### src/sv/cksb_pkg.sv
// Shared constants, codes and types of the color-keyed sprite blitter.
package cksb_pkg;

	localparam int MAX_SPRITES = 8;
	localparam int MAX_WIDTH   = 128;
	localparam int MAX_HEIGHT  = 128;

	localparam int IDX_W  = $clog2(MAX_SPRITES);
	localparam int CNT_W  = $clog2(MAX_SPRITES + 1);
	localparam int COL_W  = $clog2(MAX_WIDTH);
	localparam int ROW_W  = $clog2(MAX_HEIGHT);
	localparam int MAXD   = (MAX_WIDTH > MAX_HEIGHT) ? MAX_WIDTH : MAX_HEIGHT;
	localparam int DIM_W  = $clog2(MAXD + 1);
	localparam int ADDR_W = IDX_W + ROW_W + COL_W;
	// signed width for the setup arithmetic (9 bit fields plus growth)
	localparam int CW     = ((DIM_W > 9) ? DIM_W : 9) + 3;

	localparam logic [15:0] KEY_COLOR = 16'hDEAD;

	localparam logic [2:0] MODE_ADD   = 3'd0;
	localparam logic [2:0] MODE_CLEAR = 3'd1;
	localparam logic [2:0] MODE_FILL  = 3'd2;
	localparam logic [2:0] MODE_BLIT  = 3'd3;
	localparam logic [2:0] MODE_READ  = 3'd4;

	localparam logic [1:0] ST_OK   = 2'd0;
	localparam logic [1:0] ST_BAD  = 2'd1;
	localparam logic [1:0] ST_FULL = 2'd2;
	localparam logic [1:0] ST_SAT  = 2'd3;

	typedef struct packed {
		logic [DIM_W-1:0] x0;
		logic [DIM_W-1:0] y0;
		logic [DIM_W-1:0] w;
		logic [DIM_W-1:0] h;
	} rect_t;

	typedef struct packed {
		logic start;
		logic step;
	} walk_ctl_t;

	typedef struct packed {
		logic [DIM_W-1:0] col;
		logic [DIM_W-1:0] row;
		logic             last;
		logic             empty;
	} walk_pos_t;

endpackage

### src/sv/cksb_walker.sv
// Rectangle walker: steps column by column, row by row over a rectangle.
module cksb_walker (
	input  logic                clk,
	input  logic                arst_n,
	input  cksb_pkg::walk_ctl_t ctl,
	input  cksb_pkg::rect_t     rect,
	output cksb_pkg::walk_pos_t pos
);

	logic [cksb_pkg::DIM_W-1:0] x0_q, w_q, col_q, row_q, ccnt_q, rcnt_q;

	always_ff @(posedge clk or negedge arst_n) begin
		if (!arst_n) begin
			x0_q   <= '0;
			w_q    <= '0;
			col_q  <= '0;
			row_q  <= '0;
			ccnt_q <= '0;
			rcnt_q <= '0;
		end else if (ctl.start) begin
			x0_q   <= rect.x0;
			w_q    <= rect.w;
			col_q  <= rect.x0;
			row_q  <= rect.y0;
			ccnt_q <= rect.w;
			rcnt_q <= rect.h;
		end else if (ctl.step) begin
			// wrap to next row at end of a row
			if (ccnt_q == cksb_pkg::DIM_W'(1)) begin
				col_q  <= x0_q;
				ccnt_q <= w_q;
				row_q  <= row_q + cksb_pkg::DIM_W'(1);
				rcnt_q <= rcnt_q - cksb_pkg::DIM_W'(1);
			end else begin
				col_q  <= col_q + cksb_pkg::DIM_W'(1);
				ccnt_q <= ccnt_q - cksb_pkg::DIM_W'(1);
			end
		end
	end

	assign pos.col   = col_q;
	assign pos.row   = row_q;
	assign pos.last  = (ccnt_q == cksb_pkg::DIM_W'(1)) && (rcnt_q == cksb_pkg::DIM_W'(1));
	assign pos.empty = (ccnt_q == '0) || (rcnt_q == '0);

endmodule

### config.mk
export PLATFORM = sky130hd
export DESIGN_NAME = cksb_walker
export DESIGN_NICKNAME = d
export VERILOG_FILES = /design/src/sv/cksb_pkg.sv /design/src/sv/cksb_walker.sv
export SDC_FILE = /design/constraint.sdc
export NUM_CORES = 1
export LEC_CHECK = 0
export ABC_AREA = 1
export BUFFER_PORTS_ARGS = -buffer_cell sky130_fd_sc_hd__buf_4
export CORE_ASPECT_RATIO = 0.6
export CORE_MARGIN = 3
export CORE_UTILIZATION = 30
export CTS_CLUSTER_SIZE = 20
export DETAILED_ROUTE_END_ITERATION = 16
export GPL_TIMING_DRIVEN = 0
export PLACE_DENSITY = 0.54
export SYNTH_ARGS = -nofsm -noshare
export SYNTH_HDL_FRONTEND = slang
export SYNTH_SLANG_ARGS = --single-unit
### constraint.sdc
create_clock -name clk -period 1.79 [get_ports clk]
set_clock_uncertainty 0.1 [all_clocks]
set_input_delay 0.0895 -clock clk [delete_from_list [all_inputs] [get_ports clk]]
set_output_delay 0.0895 -clock clk [all_outputs]
set_load 0.05 [all_outputs]
==> summary.md <==
| Metric | Value |
|---|---|
| Status | `finished with violations` |
| Failing checks | `setup timing` |
| Final setup viols | `1` |
| Relative slew slack | `56.84%` |
| Routed len/inst | `14.02 microns` |
| XOR/XNOR Fraction of Synth Area | `2.443%` |
| Initial Utilization | `32.29%` |
| Post-synthesis mux area share | `0%` |
| Num CTS Buffers | `5` |
| WP buf/inv | `2` |
| Initial antenna violation count | `0` |
| Clk root buf | `clkbuf_16` |
| Slowest stage delay, CP | `430 ps` |
| Hold endpoint | `row_q[1]$_DFFE_PN0P_` |
| Final worst path period need | `1841 ps` |
| Simple-gate area share of the yosys netlist | `31.50%` |
| Fin nets | `528` |
| Largest net degree at the start of global routing | `49` |
| Post-route DRC | `0` |
| Worst r2r src | `ccnt_q[4]$_DFFE_PN0P_` |
| Count leader, synth | `nand2_1` |
| Syn Nets | `435` |
| DR iter-0 viols | `218` |
| CTS sink count | `48` |
| Worst hold start | `rect[17]` |
| Max FO, Critical Path | `3` |
| List of most frequent post-synthesis cells | `nand2_1 (121), dfrtp_1 (48), inv_1 (42)` |
| Die W | `132.2 microns` |
| H-tree depth | `2` |
| Pwr Density | `902.9 mW/mm^2` |
| Total Routed Length | `8.569 mm` |
| Reg2reg path depth | `8` |
| Fin crit share | `102.9%` |
| R2R Setup Slk | `40 ps` |
| Critical path's slowest cell | `dfrtp_2` |
| Synth top area share | `41.88%` |
| Ranking of synthesized cells by area | `dfrtp_1 (42%), nand2_1 (16%), nand3_1 (6.1%)` |
| Metal2 WL | `3.422 mm` |
| Clk_lat worst skew | `290 ps` |
| Synth cell types | `31` |
| Maximum vdd drop | `0.3711 mV` |
| Yosys Warn Count | `0` |
| Buffers on Ports | `53` |
| Antenna Violating Nets Remaining | `0` |
| Die Span Y | `81.74 microns` |
| Number of diodes | `0` |
| Critical path cell sequence | `nor2_4 > nand2_4 > nor2_8 > clkinvlp_4 > nor3b_4 > buf_6` |
| Die footprint | `0.01081 sq mm` |
| I/O pin count | `54` |
| Slew at the pin closest to its max-slew limit | `647.4 ps` |
| Post-synthesis async set-or-reset flop share | `100.0%` |
| Synthesized-area fraction occupied by adder cells | `3.054%` |
| Clk buf depth | `2` |
| TNS Setup | `-51.43 ps` |
| Sequential area share after synthesis | `41.88%` |
| LEAKAGE | `2.025 nW` |
| Synth area leader | `dfrtp_1` |
| Pins Over Slew Limit | `0` |
| Crit-path leading delay family | `simple AND/OR/NAND/NOR gates` |
| Critical Path End Type | `output port` |
| Non-Filler Instances | `611` |
| Cells after synthesis | `392` |
| Worst reg2reg path endpoint | `rcnt_q[0]$_DFFE_PN0P_` |
| Main combinational cell family by area after synthesis | `simple AND/OR/NAND/NOR gates` |
| Crit path depth | `6` |
| CTS tree | `yes` |
| Worst EP arrival | `1650 ps` |
| Synth-to-layout area growth | `38.05%` |
| Routability cong. | `0.8277` |
| Clock transition at path regs | `60 ps` |
| CP Launch Type | `flop` |
| Seq cells post-synth | `48` |
| Min-Delay Path Depth | `5` |
| Final worst slack | `-51.43 ps` |
| Compound-Gate Fraction of Synth Area | `13.13%` |
| RSZ-0062 raised after global routing | `yes` |
| EDFF count, synth | `0` |
| GRT Total Usage | `16.90%` |
| Routed wl met3 | `608 microns` |
| WP data required | `1600 ps` |
| Final hold viol count | `0` |
| # rows | `26` |
| Share of post-route cells with drive strength above 1 | `21.65%` |
| First-pass GRT wire length | `14.26 mm` |
| Worst Hold Class | `input port to flop` |
| Syn Area/Cell | `7.316 sq um` |
| Ys flop type | `dfrtp_1` |
| Drt pass-1 iters | `5` |
| Critical path class | `flop to output port` |
| Wire length on met1 | `4.490 mm` |
| GRT Residual Overflow | `0` |
| DP Cell Count | `571` |
| Post-DP HPWL | `6.044 mm` |
| CORE AREA | `0.008881 sq mm` |
| Vias | `2,812` |
| Avg Vias per Cell | `4.602` |
| FMAX | `0.5431 GHz` |
| Mapped cell area | `0.002868 sq mm` |
| Vias in the first global route | `2,800` |
| Max Cap Viol | `0` |
| Top Layer Used | `met4` |
-- worst min-delay path, cell delays in order --
cell	delay (ps)
buf_4	80
nand2_1	50
nand2_1	60
nand2_1	50
nand2_1	50
-- routing by layer --
layer | vias to the layer above | GRT usage [%]
met3 | 4 | 3.550
met5 | - | 0
met1 | 1286 | 25.25
li1 | 1448 | -
met2 | 74 | 24.74
met4 | 0 | 4.461
-- per-stage QoR --
| stage | setup slack, ps | hold slack, ps | util, % | area, sq um | total power, mW |
|---|---|---|---|---|---|
| CTS | -17.28 | 2.602 | 44.11 | 3918 | 3.579 |
| floorplan | -35.98 | -306.1 | - | 2879 | 2.107 |
| detailed placement | 2.990 | 69.03 | 38.67 | 3435 | 2.460 |
| global route | -105.3 | 25.89 | 44.58 | 3959 | 3.815 |
| finish | -51.43 | 4.890 | 44.58 | 3959 | 3.575 |
| global placement | 7.316 | 62.89 | 38.67 | 3435 | 2.446 |
-- state kept, by name, summed over array words and instances, names as in the netlist --
name,cells
rcnt_q,8
x0_q,8
col_q,8
w_q,8
row_q,8
ccnt_q,8
-- layout make-up --
class | instances | area (sq um)
Timing Repair Buffer | 86 | 704.4
Clock buffer | 7 | 152.6
Multi-Input combinational cell | 288 | 1500
Tap cell | 126 | 157.7
Fill cell | 905 | 4922
Buffer | 12 | 67.56
Sequential cell | 48 | 1207
Inverter | 44 | 168.9
-- cell families after synthesis --
logic type / count (synthesis)
XOR/XNOR: 8
buffers and inverters: 56
AO/OA/AOI/OAI: 69
AND/OR/NAND/NOR: 204
flip-flops: 48
adder cells (fa/ha/maj): 7
-- worst max-delay path by stage --
stage | end | from | slack (ps)
final | pos[1] | ccnt_q[4]$_DFFE_PN0P_ | -50
after detailed placement | pos[1] | ccnt_q[1]$_DFFE_PN0P_ | 3
after CTS | pos[0] | rcnt_q[4]$_DFFE_PN0P_ | -20
after global placement | pos[1] | ccnt_q[1]$_DFFE_PN0P_ | 7
after floorplan | pos[0] | rcnt_q[2]$_DFFE_PN0P_ | -40
after global routing | pos[1] | ccnt_q[4]$_DFFE_PN0P_ | -110
-- power breakdown --
part           switching, mW  total [mW]  internal [mW]
Combinational          0.716        1.16          0.446
Clock                  0.418        1.01          0.588
Sequential             0.169        1.41           1.24
Total                   1.30        3.57           2.27
-- what timing repair did --
item / in CTS / in global routing
resized for setup: 14 / 6
hold endpoints to repair: 77 / 0
setup buffers: 8 / 3
setup endpoints to repair: 2 / 17
pin swaps: 6 / 4
hold buffers: 22 / 0
-- cell usage in the layout (no fill, tap or decap), types with 2 or more instances in the layout --
| cell | count |
|---|---|
| a21boi_0 | 2 |
| a21oi_1 | 20 |
| a22oi_1 | 2 |
| buf_2 | 6 |
| buf_4 | 63 |
| buf_6 | 3 |
| clkbuf_1 | 4 |
| clkbuf_16 | 5 |
| clkbuf_8 | 2 |
| dfrtp_1 | 43 |
| dfrtp_2 | 5 |
| dlygate4sd3_1 | 22 |
| ha_1 | 5 |
| inv_1 | 40 |
| inv_2 | 3 |
| nand2_1 | 121 |
| nand2_2 | 2 |
| nand2_4 | 2 |
| nand3_1 | 35 |
| nand4_1 | 7 |
| nor2_1 | 26 |
| nor2_4 | 6 |
| nor2_8 | 2 |
| o21a_1 | 3 |
| o21ai_0 | 33 |
| o21ai_1 | 3 |
| o21bai_1 | 3 |
| xnor2_1 | 2 |
| xor2_1 | 6 |
No activity file was read; power rests on OpenSTA's default activity.
